File: config.mk
export PLATFORM = sky130hd
export DESIGN_NAME = hsv_to_rgb_converter
export DESIGN_NICKNAME = d
export VERILOG_FILES = /design/src/rtl/h2r_pkg.sv /design/src/rtl/h2r_front.sv /design/src/rtl/h2r_shade.sv /design/src/rtl/h2r_chan_out.sv /design/src/rtl/hsv_to_rgb_converter.sv
export VERILOG_INCLUDE_DIRS = /design/src /design/src/rtl
export SDC_FILE = /design/constraint.sdc
export NUM_CORES = 2
export LEC_CHECK = 0
export BUFFER_PORTS_ARGS = -buffer_cell sky130_fd_sc_hd__buf_2
export CORE_MARGIN = 4
export CORE_UTILIZATION = 25
export CTS_BUF_LIST = sky130_fd_sc_hd__clkbuf_8
export CTS_CLUSTER_SIZE = 8
export DETAILED_ROUTE_END_ITERATION = 10
export PLACE_DENSITY = 0.5
export SYNTH_ARGS = -nofsm -noshare
export SYNTH_HDL_FRONTEND = slang
export SYNTH_SLANG_ARGS = --single-unit
export TNS_END_PERCENT = 20
File: constraint.sdc
create_clock -name clk -period 6.5 [get_ports clk]
set_input_delay 1.95 -clock clk [delete_from_list [all_inputs] [get_ports clk]]
set_output_delay 1.95 -clock clk [all_outputs]
set_load 0.02 [all_outputs]
File: src/rtl/hsv_to_rgb_converter_macros.svh
// ----------------------------------------------------------------------------
// hsv_to_rgb_converter_macros.svh
// Assertion macros for the HSV to RGB converter. Clock clk, reset arst_n.
// ----------------------------------------------------------------------------
`ifndef HSV_TO_RGB_CONVERTER_MACROS_SVH
`define HSV_TO_RGB_CONVERTER_MACROS_SVH

// same-cycle implication
`define H2R_ASSERT_IMPL(lbl, ante, cons) \
	lbl: assert property (@(posedge clk) disable iff (!arst_n) (ante) |-> (cons)) \
		else $error("h2r: same-cycle check failed");

// next-cycle implication
`define H2R_ASSERT_NEXT(lbl, ante, cons) \
	lbl: assert property (@(posedge clk) disable iff (!arst_n) (ante) |=> (cons)) \
		else $error("h2r: next-cycle check failed");

`endif

File: src/rtl/h2r_pkg.sv
// ----------------------------------------------------------------------------
// h2r_pkg
// Shared constants, stage beat types and sector codes of the HSV to RGB
// converter.
// ----------------------------------------------------------------------------
`timescale 1ns / 1ps

package h2r_pkg;

	localparam int FRAC_BITS  = 8;
	localparam int ONE        = 1 << FRAC_BITS;
	localparam int SW         = FRAC_BITS + 1;

	localparam int HUE_W      = 16;
	localparam int SV_IN_W    = 11;
	localparam int CH_W       = 8;

	localparam int DEG_FULL   = 360;
	localparam int DEG_SECTOR = 60;
	localparam int SECTORS    = 6;
	localparam int CHAN_MAX   = 255;

	localparam int SEC_W      = $clog2(SECTORS);
	localparam int REM_W      = $clog2(DEG_SECTOR);
	localparam int HMOD_W     = $clog2(DEG_FULL);

	localparam int EXT_W      = (SV_IN_W > SW + 1) ? SV_IN_W : SW + 1;

	// hue is biased positive by a multiple of 360, then reduced by reciprocal
	localparam int HUE_OFS    = DEG_FULL * ((2 ** (HUE_W - 1) + DEG_FULL - 1) / DEG_FULL);
	localparam int HU_W       = HUE_W + 1;
	localparam int HRCP       = (2 ** HU_W) / DEG_FULL;
	localparam int HRCP_W     = $clog2(HRCP + 1);

	// shade path: BIG = 60 * ONE
	localparam int BIG        = DEG_SECTOR * ONE;
	localparam int BW         = $clog2(BIG + 1);
	localparam int PW         = SW + BW;
	localparam int DRCP       = (2 ** BW) / DEG_SECTOR;
	localparam int DRCP_W     = $clog2(DRCP + 1);

	localparam int CHP_W      = SW + CH_W;

	typedef enum logic [SEC_W-1:0] {
		SEC_RED_YEL = 3'd0,
		SEC_YEL_GRN = 3'd1,
		SEC_GRN_CYN = 3'd2,
		SEC_CYN_BLU = 3'd3,
		SEC_BLU_MAG = 3'd4,
		SEC_MAG_RED = 3'd5
	} sector_t;

	typedef struct packed {
		sector_t          sector;
		logic [REM_W-1:0] rem;
		logic [SW-1:0]    sat;
		logic [SW-1:0]    val;
	} hue_beat_t;

	typedef struct packed {
		sector_t       sector;
		logic [SW-1:0] val;
		logic [SW-1:0] p;
		logic [SW-1:0] q;
		logic [SW-1:0] t;
	} shade_beat_t;

endpackage

File: src/rtl/h2r_front.sv
// ----------------------------------------------------------------------------
// h2r_front
// Stages 1 to 3: clamps saturation and value, reduces the hue modulo 360 and
// splits it into sector and remainder.
// ----------------------------------------------------------------------------
`timescale 1ns / 1ps

module h2r_front import h2r_pkg::*; (
	input  logic                      clk,
	input  logic                      arst_n,
	input  logic                      in_valid,
	output logic                      in_ready,
	input  logic signed [HUE_W-1:0]   hue_degrees,
	input  logic signed [SV_IN_W-1:0] saturation,
	input  logic signed [SV_IN_W-1:0] brightness,
	output logic                      out_valid,
	input  logic                      out_ready,
	output hue_beat_t                 out_beat
);

	function automatic logic [SW-1:0] clamp_unit(input logic signed [SV_IN_W-1:0] x);
		logic signed [EXT_W-1:0] xe;
		xe = EXT_W'(x);
		if (xe < 0)
			return '0;
		else if (xe > EXT_W'(ONE))
			return SW'(ONE);
		else
			return xe[SW-1:0];
	endfunction

	logic                       valid_s1, valid_s2, valid_s3;
	logic                       en_s1, en_s2, en_s3;
	logic [HU_W-1:0]            hu_s1;
	logic [HRCP_W-1:0]          hq_s1;
	logic [SW-1:0]              sat_s1, val_s1, sat_s2, val_s2;
	logic [HMOD_W-1:0]          hmod_s2;
	hue_beat_t                  beat_s3;

	logic [HU_W-1:0]            hu_c;
	logic [HU_W+HRCP_W-1:0]     hprod_c;
	logic [HU_W-1:0]            hr_c, hm_c;
	logic [SEC_W-1:0]           sec_c;
	logic [HMOD_W-1:0]          rem_c;

	assign en_s3    = !valid_s3 || out_ready;
	assign en_s2    = !valid_s2 || en_s3;
	assign en_s1    = !valid_s1 || en_s2;
	assign in_ready = en_s1;
	assign out_valid = valid_s3;
	assign out_beat  = beat_s3;

	assign hu_c    = HU_W'(hue_degrees) + HU_W'(HUE_OFS);
	assign hprod_c = (HU_W+HRCP_W)'(hu_c) * (HU_W+HRCP_W)'(HRCP);

	assign hr_c = hu_s1 - HU_W'(hq_s1) * HU_W'(DEG_FULL);
	assign hm_c = (hr_c >= HU_W'(DEG_FULL)) ? hr_c - HU_W'(DEG_FULL) : hr_c;

	always_comb begin
		sec_c = '0;
		for (int k = 1; k < SECTORS; k++) begin
			if (hmod_s2 >= HMOD_W'(k * DEG_SECTOR))
				sec_c = SEC_W'(k);
		end
		rem_c = hmod_s2 - HMOD_W'(sec_c) * HMOD_W'(DEG_SECTOR);
	end

	always_ff @(posedge clk or negedge arst_n) begin
		if (!arst_n) begin
			valid_s1 <= 1'b0;
			valid_s2 <= 1'b0;
			valid_s3 <= 1'b0;
		end else begin
			if (en_s1)
				valid_s1 <= in_valid;
			if (en_s2)
				valid_s2 <= valid_s1;
			if (en_s3)
				valid_s3 <= valid_s2;
		end
	end

	always_ff @(posedge clk) begin
		if (en_s1 && in_valid) begin
			hu_s1  <= hu_c;
			hq_s1  <= hprod_c[HU_W +: HRCP_W];
			sat_s1 <= clamp_unit(saturation);
			val_s1 <= clamp_unit(brightness);
		end
		if (en_s2 && valid_s1) begin
			hmod_s2 <= hm_c[HMOD_W-1:0];
			sat_s2  <= sat_s1;
			val_s2  <= val_s1;
		end
		if (en_s3 && valid_s2) begin
			beat_s3.sector <= sector_t'(sec_c);
			beat_s3.rem    <= rem_c[REM_W-1:0];
			beat_s3.sat    <= sat_s2;
			beat_s3.val    <= val_s2;
		end
	end

endmodule

File: src/rtl/h2r_shade.sv
// ----------------------------------------------------------------------------
// h2r_shade
// Stages 4 to 7: forms p, q and t. Division by 60*ONE is a shift followed by
// a reciprocal multiply with one correction step.
// ----------------------------------------------------------------------------
`timescale 1ns / 1ps

module h2r_shade import h2r_pkg::*; (
	input  logic        clk,
	input  logic        arst_n,
	input  logic        in_valid,
	output logic        in_ready,
	input  hue_beat_t   in_beat,
	output logic        out_valid,
	input  logic        out_ready,
	output shade_beat_t out_beat
);

	function automatic logic [SW-1:0] fix_quot(input logic [BW-1:0] y,
		input logic [SW-1:0] qh);
		logic [BW-1:0] r;
		r = y - BW'(qh) * BW'(DEG_SECTOR);
		return (r >= BW'(DEG_SECTOR)) ? qh + SW'(1) : qh;
	endfunction

	logic                   valid_s4, valid_s5, valid_s6, valid_s7;
	logic                   en_s4, en_s5, en_s6, en_s7;

	sector_t                sec_s4, sec_s5, sec_s6;
	logic [SW-1:0]          val_s4, val_s5, val_s6;
	logic [BW-1:0]          sr_s4, sf_s4;
	logic [2*SW-1:0]        pm_s4;
	logic [PW-1:0]          pa_s5, pb_s5;
	logic [SW-1:0]          p_s5, p_s6;
	logic [BW-1:0]          ya_s6, yb_s6;
	logic [SW-1:0]          qa_s6, qb_s6;
	shade_beat_t            beat_s7;

	logic [BW-1:0]          ya_c, yb_c;
	logic [BW+DRCP_W-1:0]   ma_c, mb_c;

	assign en_s7     = !valid_s7 || out_ready;
	assign en_s6     = !valid_s6 || en_s7;
	assign en_s5     = !valid_s5 || en_s6;
	assign en_s4     = !valid_s4 || en_s5;
	assign in_ready  = en_s4;
	assign out_valid = valid_s7;
	assign out_beat  = beat_s7;

	assign ya_c = pa_s5[FRAC_BITS +: BW];
	assign yb_c = pb_s5[FRAC_BITS +: BW];
	assign ma_c = (BW+DRCP_W)'(ya_c) * (BW+DRCP_W)'(DRCP);
	assign mb_c = (BW+DRCP_W)'(yb_c) * (BW+DRCP_W)'(DRCP);

	always_ff @(posedge clk or negedge arst_n) begin
		if (!arst_n) begin
			valid_s4 <= 1'b0;
			valid_s5 <= 1'b0;
			valid_s6 <= 1'b0;
			valid_s7 <= 1'b0;
		end else begin
			if (en_s4)
				valid_s4 <= in_valid;
			if (en_s5)
				valid_s5 <= valid_s4;
			if (en_s6)
				valid_s6 <= valid_s5;
			if (en_s7)
				valid_s7 <= valid_s6;
		end
	end

	always_ff @(posedge clk) begin
		if (en_s4 && in_valid) begin
			sec_s4 <= in_beat.sector;
			val_s4 <= in_beat.val;
			sr_s4  <= BW'(in_beat.sat) * BW'(in_beat.rem);
			sf_s4  <= BW'(in_beat.sat) * (BW'(DEG_SECTOR) - BW'(in_beat.rem));
			pm_s4  <= (2*SW)'(in_beat.val) * (2*SW)'(SW'(ONE) - in_beat.sat);
		end
		if (en_s5 && valid_s4) begin
			sec_s5 <= sec_s4;
			val_s5 <= val_s4;
			pa_s5  <= PW'(val_s4) * PW'(BW'(BIG) - sr_s4);
			pb_s5  <= PW'(val_s4) * PW'(BW'(BIG) - sf_s4);
			p_s5   <= pm_s4[FRAC_BITS +: SW];
		end
		if (en_s6 && valid_s5) begin
			sec_s6 <= sec_s5;
			val_s6 <= val_s5;
			p_s6   <= p_s5;
			ya_s6  <= ya_c;
			yb_s6  <= yb_c;
			qa_s6  <= ma_c[BW +: SW];
			qb_s6  <= mb_c[BW +: SW];
		end
		if (en_s7 && valid_s6) begin
			beat_s7.sector <= sec_s6;
			beat_s7.val    <= val_s6;
			beat_s7.p      <= p_s6;
			beat_s7.q      <= fix_quot(ya_s6, qa_s6);
			beat_s7.t      <= fix_quot(yb_s6, qb_s6);
		end
	end

endmodule

File: src/rtl/h2r_chan_out.sv
// ----------------------------------------------------------------------------
// h2r_chan_out
// Stage 8: routes v, p, q, t to the channels by sector, scales each by
// 255/ONE and holds the result beat in the output register.
// ----------------------------------------------------------------------------
`timescale 1ns / 1ps

module h2r_chan_out import h2r_pkg::*; (
	input  logic            clk,
	input  logic            arst_n,
	input  logic            in_valid,
	output logic            in_ready,
	input  shade_beat_t     in_beat,
	output logic            out_valid,
	input  logic            out_ready,
	output logic [CH_W-1:0] red,
	output logic [CH_W-1:0] green,
	output logic [CH_W-1:0] blue
);

	function automatic logic [CH_W-1:0] to_chan(input logic [SW-1:0] x);
		logic [CHP_W-1:0] m;
		m = CHP_W'(x) * CHP_W'(CHAN_MAX);
		return m[FRAC_BITS +: CH_W];
	endfunction

	logic            valid_s8;
	logic            en_s8;
	logic [SW-1:0]   r_c, g_c, b_c;
	logic [CH_W-1:0] red_s8, green_s8, blue_s8;

	assign en_s8     = !valid_s8 || out_ready;
	assign in_ready  = en_s8;
	assign out_valid = valid_s8;
	assign red       = red_s8;
	assign green     = green_s8;
	assign blue      = blue_s8;

	always_comb begin
		case (in_beat.sector)
			SEC_YEL_GRN: begin
				r_c = in_beat.q;   g_c = in_beat.val; b_c = in_beat.p;
			end
			SEC_GRN_CYN: begin
				r_c = in_beat.p;   g_c = in_beat.val; b_c = in_beat.t;
			end
			SEC_CYN_BLU: begin
				r_c = in_beat.p;   g_c = in_beat.q;   b_c = in_beat.val;
			end
			SEC_BLU_MAG: begin
				r_c = in_beat.t;   g_c = in_beat.p;   b_c = in_beat.val;
			end
			SEC_MAG_RED: begin
				r_c = in_beat.val; g_c = in_beat.p;   b_c = in_beat.q;
			end
			default: begin
				r_c = in_beat.val; g_c = in_beat.t;   b_c = in_beat.p;
			end
		endcase
	end

	always_ff @(posedge clk or negedge arst_n) begin
		if (!arst_n)
			valid_s8 <= 1'b0;
		else if (en_s8)
			valid_s8 <= in_valid;
	end

	always_ff @(posedge clk) begin
		if (en_s8 && in_valid) begin
			red_s8   <= to_chan(r_c);
			green_s8 <= to_chan(g_c);
			blue_s8  <= to_chan(b_c);
		end
	end

endmodule

File: src/rtl/hsv_to_rgb_converter.sv
// ----------------------------------------------------------------------------
// hsv_to_rgb_converter
// Fixed-point HSV to 8-bit RGB conversion, eight-stage pipeline.
// ----------------------------------------------------------------------------
// Takes one beat per clock while in_ready is high and returns one RGB beat
// per input beat, in order. The eight register stages are hue reduction
// (three stages), the p/q/t products and reciprocal divides (four stages)
// and the channel scaling and output register (one stage). Each stage holds
// its beat while the stage after it is full, so a stall at the output backs
// up without loss and bubbles are squeezed out; in_ready drops only when
// every stage is full and the output is not taken. Hue is any signed degree
// count; saturation and brightness are clamped to 0..1.0 with
// 1.0 = 2^FRAC_BITS.
`timescale 1ns / 1ps

`include "hsv_to_rgb_converter_macros.svh"

module hsv_to_rgb_converter import h2r_pkg::*; (
	input  logic                      clk,
	input  logic                      arst_n,
	input  logic                      in_valid,
	output logic                      in_ready,
	input  logic signed [HUE_W-1:0]   hue_degrees,
	input  logic signed [SV_IN_W-1:0] saturation,
	input  logic signed [SV_IN_W-1:0] brightness,
	output logic                      out_valid,
	input  logic                      out_ready,
	output logic [CH_W-1:0]           red,
	output logic [CH_W-1:0]           green,
	output logic [CH_W-1:0]           blue
);

	logic        f_valid, f_ready;
	hue_beat_t   f_beat;
	logic        s_valid, s_ready;
	shade_beat_t s_beat;

	h2r_front u_front (
		.clk         (clk),
		.arst_n      (arst_n),
		.in_valid    (in_valid),
		.in_ready    (in_ready),
		.hue_degrees (hue_degrees),
		.saturation  (saturation),
		.brightness  (brightness),
		.out_valid   (f_valid),
		.out_ready   (f_ready),
		.out_beat    (f_beat)
	);

	h2r_shade u_shade (
		.clk       (clk),
		.arst_n    (arst_n),
		.in_valid  (f_valid),
		.in_ready  (f_ready),
		.in_beat   (f_beat),
		.out_valid (s_valid),
		.out_ready (s_ready),
		.out_beat  (s_beat)
	);

	h2r_chan_out u_chan_out (
		.clk       (clk),
		.arst_n    (arst_n),
		.in_valid  (s_valid),
		.in_ready  (s_ready),
		.in_beat   (s_beat),
		.out_valid (out_valid),
		.out_ready (out_ready),
		.red       (red),
		.green     (green),
		.blue      (blue)
	);

	// backpressure only comes from a held output beat
	`H2R_ASSERT_IMPL(a_in_stall_full, !in_ready, out_valid && !out_ready)
	`H2R_ASSERT_IMPL(a_shade_stall, s_valid && !s_ready, out_valid && !out_ready)
	// an output beat appears only from a valid shade beat
	`H2R_ASSERT_NEXT(a_out_source, !out_valid && !s_valid, !out_valid)

endmodule
* After elaboration in Yosys (flattened, before gate mapping)
Index checks and enable logic that the tools add are counted.
** Storage, ports and cells
- Flip-flop bits (word level) :: 358
- Input bits :: 42
- Output and inout bits :: 26
** Cells by class
- Add/subtract/negate cells :: 12
- $mul :: 15
- Order comparisons :: 12
- Eq/ne operators :: 5
- Muxes and demuxes :: 13
- Reduce and logical (&&, ||, !) cells :: 30
** Operators with widths (count)
- 9-bit one-hot mux with 3 select lines :: 3
- 9-bit by 8-bit multiplier with 16-bit output, second input constant :: 3
- 14-bit by 9-bit multiplier with 23-bit output, second input constant :: 2
- 9-bit by 23-bit multiplier with 22-bit output :: 2
- 9-bit two-way mux :: 5
- 14-bit by 14-bit subtractor with 15-bit output, first input constant :: 2
- 14-bit by 6-bit >= comparator with 1-bit output, second input constant :: 2
- 14-bit subtractor :: 2
- 17-bit by 7-bit multiplier with 24-bit output, second input constant :: 1
- 9-bit by 4-bit multiplier with 12-bit output, second input constant :: 2
- 11-bit by 10-bit greater-than comparator with 1-bit output, second input constant :: 2
- 11-bit by 1-bit less-than comparator with 1-bit output, second input constant :: 2
- 9-bit by 1-bit adder with 9-bit output, second input constant :: 2
- 9-bit by 8-bit >= comparator with 1-bit output, second input constant :: 2
- 9-bit by 18-bit multiplier with 17-bit output :: 1
- 16-bit by 17-bit adder with 17-bit output, second input constant :: 1
- 17-bit by 9-bit >= comparator with 1-bit output, second input constant :: 1
- 17-bit subtractor :: 1
- 9-bit by 14-bit multiplier with 14-bit output :: 1
- 9-bit by 6-bit multiplier with 14-bit output :: 1
- 9-bit by 6-bit multiplier with 14-bit output, second input constant :: 1
- 3-bit two-way mux :: 4
- 2-bit OR reduction :: 6
- 9-bit by 9-bit subtractor with 10-bit output, first input constant :: 1
- other kinds (14) :: 37

* Longest topological paths before layout
- Depth after elaboration :: 10
- Gate-level depth with buffers :: 26
- Gate-level depth less buffers :: 26

* By module
A second synthesis with hierarchy kept.
** Unflattened totals
- Cell total of the unflattened synthesis :: 3871
- Area total of the unflattened synthesis :: 40054.7 µm²
** Modules (own cells, without submodules)
- h2r_shade :: instances 1, cells an instance 2562, area each 26068.8 µm², sequential area each 6075.8 µm²
- h2r_front :: instances 1, cells an instance 631, area each 7508.5 µm², sequential area each 3017.9 µm²
- h2r_chan_out :: instances 1, cells an instance 678, area each 6477.5 µm², sequential area each 745.7 µm²

* Worst setup path after synthesis
OpenSTA, ideal clock, no wires.
- Path type :: input-to-reg
- Start point :: input hue_degrees[5]
- End point :: register u_front.hq_s1[8], data pin
- Setup time :: 262 ps
- Arrival time :: 6451 ps
- Data required time :: 6238 ps
- Slack :: -213 ps
- Stages on the path :: 24
- Path buffers :: 0
- Path through :: inv_1 ha_1 inv_1 a21oi_1 nor2b_1 nand4_1 xnor2_1 ha_1 inv_1 fa_1 inv_1 fa_1 inv_1 fa_1 inv_1 ha_1 nand4_1 or2_2 o32a_1 o21a_1 o211ai_1 a31o_2 a21oi_1 xor2_1
** On the way
- Longest elaborated chain between the ends :: 2
** Ends and longest elaborated chain
- from (decl) :: line hsv_to_rgb_converter.sv:23 : input logic signed [HUE_W-1:0] hue_degrees,
- 16-bit by 17-bit adder with 17-bit output :: line h2r_front.sv:53 : assign hu_c = HU_W'(hue_degrees) + HU_W'(HUE_OFS);
- named net u_front.hu_c[13] :: line h2r_front.sv:40 : logic [HU_W-1:0] hu_c;
- 17-bit by 7-bit multiplier with 24-bit output :: line h2r_front.sv:54 : assign hprod_c = (HU_W+HRCP_W)'(hu_c) * (HU_W+HRCP_W)'(HRCP);
- named net u_front.hprod_c[25] :: line h2r_front.sv:41 : logic [HU_W+HRCP_W-1:0] hprod_c;
- to (signal assigned) :: line h2r_front.sv:86 : hq_s1 <= hprod_c[HU_W +: HRCP_W];
- to (decl) :: line h2r_front.sv:35 : logic [HRCP_W-1:0] hq_s1;
The timed path passes the listed nets, and every way through them passes these cells.
A chain may end at the register's enable or synchronous reset.

* Worst setup path in the final report
Ends and elaborated chain as after synthesis.

==> metrics.cfg <==
[floorplan]
die_x_um = 405
die_y_um = 405
io_pins = 68
coreArea_um2 = 156000
start_util_pct = 25.2
die_area_um2 = 164000
rows = 145

[timing]
hold_violations = 0
max_freq_mhz = 164
finalCritPeriodShare_pct = 94.0
setup_tns_ns = 0
relSlewSlack_pct = 28.5
layout_min_cycle_time_ns = 6.11
worst_pin_slew_ns = 1.07
holdWs_ns = 0.411
rsz0062_at_grt = no
slew_violations = 0
skew_ns = 0.0515
setup_viol_count_final = 0

[cells_and_area]
areaGrowthSynthToFinish_pct = 12.4
nets = 4993
drive_above_1_share_pct = 9.00
fillerInstances = 16427
utilization_pct = 28.3
layoutNonFillerInstCount = 6050

[yosys]
synth_flop_cell = edfxtp_1
yosysSeqAreaShare_pct = 25.0
async_flop_share_pct = 2.43
synthCells = 3745
netlist_area_um2 = 39400
synth.distinct_cells = 76
ys.warnings.count = 0
yosys-top-cells-area = fa_1 (28%), edfxtp_1 (24%), ha_1 (15%)
synth_top_cell_area_share_pct = 27.9
syn_nets = 4800
synth_common_cells = inv_1 (855), fa_1 (549), ha_1 (464)
synth_top_cell_by_area = fa_1
syn_area_per_cell_um2 = 10.5
synth_edf_count = 321
ys_ff_latch = 329
yosysMostFrequentCell = inv_1

[placement]
dpl.hpwl_mm = 66.6
dpl.cell_count = 5928
gp_congestion = 0.795
portBuffers = 67

[run_status]
status = finished, final reports clean

[setup_path]
startpoint_type = primary input
cp_data_required_time_ns = 6.93
rrSetupSlack_ns = 0.41
worstPathMaxFanout = 3
cp.arrival_ns = 6.55
worstSetupPathType = in2reg
end_kind = register

[clock_tree]
cts_tree = built
tritoncts.num_buffers = 66
clock-root-buffer = clkbuf_8
h-tree-depth = 3
clkTransAtPathRegs_ns = 0.06
clk_latency_ns = 0.72
clk_path_buf_depth = 3
cts.sinks = 329

[detailed_routing]
postRouteAntennaNets = 0
dr.first_iter.drc_count = 910
viasPerCell = 4.09
routed_wl_mm = 80.4
route.detailed.drc = 0
via_count = 24716
drt_pass1_iterations = 7
wl_per_cell_um = 13.3

[flow_run]
drv_cap = 0

[grt]
grt_pass1_vias = 26659
antenna_found_initial = 4
grt_first_pass_wirelength_mm = 137
grt_start_max_net_pins = 64
grtUsageTotal_pct = 10.2
grt_remaining_overflow = 0

[min_path]
hold_path.class = reg2reg

cell families after synthesis:
| kind of cell | Yosys count | share of synthesized area (%) |
|---|---|---|
| AOI/OAI and AO/OA | 312 | 5.29 |
| muxes | 68 | 2.10 |
| and+or+nand+nor | 868 | 10.9 |
| DFF | 329 | 25.0 |
| adders and majority gates | 1014 | 42.6 |
| buffers and inverters | 920 | 8.79 |
| xor gates and xnor gates | 234 | 5.27 |
routing by layer:
layer	track usage [%]	vias up	share of wire, %
li1	-	12301	-
met1	13.7	12090	47
met2	17.5	241	48
met3	1.60	84	2.8
met4	2.26	0	1.8
met5	0	-	0
cell usage in the layout (no fill, tap or decap), types with 20 or more instances in the layout:
cell type,n
a21o_1,33
a21oi_1,80
and2_1,215
buf_2,67
buf_4,123
clkbuf_8,68
edfxtp_1,321
fa_1,549
ha_1,463
inv_1,868
mux2_2,27
mux2i_1,32
nand2_1,321
nand3_1,29
nor2_1,116
nor2b_1,20
nor3_1,54
o21a_1,40
o21ai_0,49
xnor2_1,156
xor2_1,70
state kept, by name, indices dropped and copies added, names as in the netlist, 12 cells and up:
register	count
u_shade.ya_s6	12
u_shade.yb_s6	12
u_shade.pa_s5	14
u_shade.pb_s5	14
u_shade.sr_s4	13
u_front.hu_s1	17
u_shade.out_beat	39
u_shade.sf_s4	14
u_front.out_beat	27
metrics by stage:
step	area, um^2	setup slack [ns]
final	44300	0.388
after global routing	44300	0.0151
after CTS	44200	0.0161
after detailed placement	43000	-0.376
after global placement	43000	-0.288
after floorplan	39400	0.00113
timing repair:
item	CTS	global route
setup endpoints to repair	0	7
setup buffers	0	0
hold buffers	0	0
gates resized for setup	0	9
layout make-up:
cell class	count	area (um^2)	area share, %
clock inverters	51	269	0.607
diodes	3	7.51	0.0169
clock buffers	68	936	2.11
multi-input cells	2496	26200	59.2
inverters	855	3210	7.24
repair buffers	190	1260	2.84
flip-flops and latches	329	9840	22.2
well taps	2058	2570	5.81
critical path, cell delays in order:
cell and delay [ns]:
buf_2 0.11, inv_2 0.04, ha_2 0.17, inv_2 0.05, a21oi_2 0.05, nor2b_1 0.16, nand2_1 0.10, xnor2_1 0.26
ha_1 0.29, inv_1 0.11, buf_4 0.12, fa_1 0.43, fa_1 0.49, fa_1 0.51, inv_1 0.04, ha_1 0.29
inv_1 0.06, or2_4 0.22, o32a_1 0.32, o21a_1 0.13, o211ai_1 0.22, a31o_2 0.22, a21oi_2 0.06, xor2_1 0.14
worst paths after layout:
check / from / end / cells after the start
min reg2reg: u_front.hmod_s2[0]$_DFFE_PP_ / u_front.out_beat[18]$_DFFE_PP_ / 0
min: u_front.hmod_s2[0]$_DFFE_PP_ / u_front.out_beat[18]$_DFFE_PP_ / 0
max: hue_degrees[5] / u_front.hq_s1[8]$_DFFE_PP_ / 24
max reg2reg: u_shade.sr_s4[2]$_DFFE_PP_ / u_shade.pa_s5[21]$_DFFE_PP_ / 24
min in group asynchronous: arst_n / u_shade.valid_s4$_DFFE_PN0P_ / 1
max in group asynchronous: arst_n / u_chan_out.out_valid$_DFFE_PN0P_ / 1
Power is not shown: default switching activity piles up to over one toggle a cycle in this logic, so the estimate is an artifact.
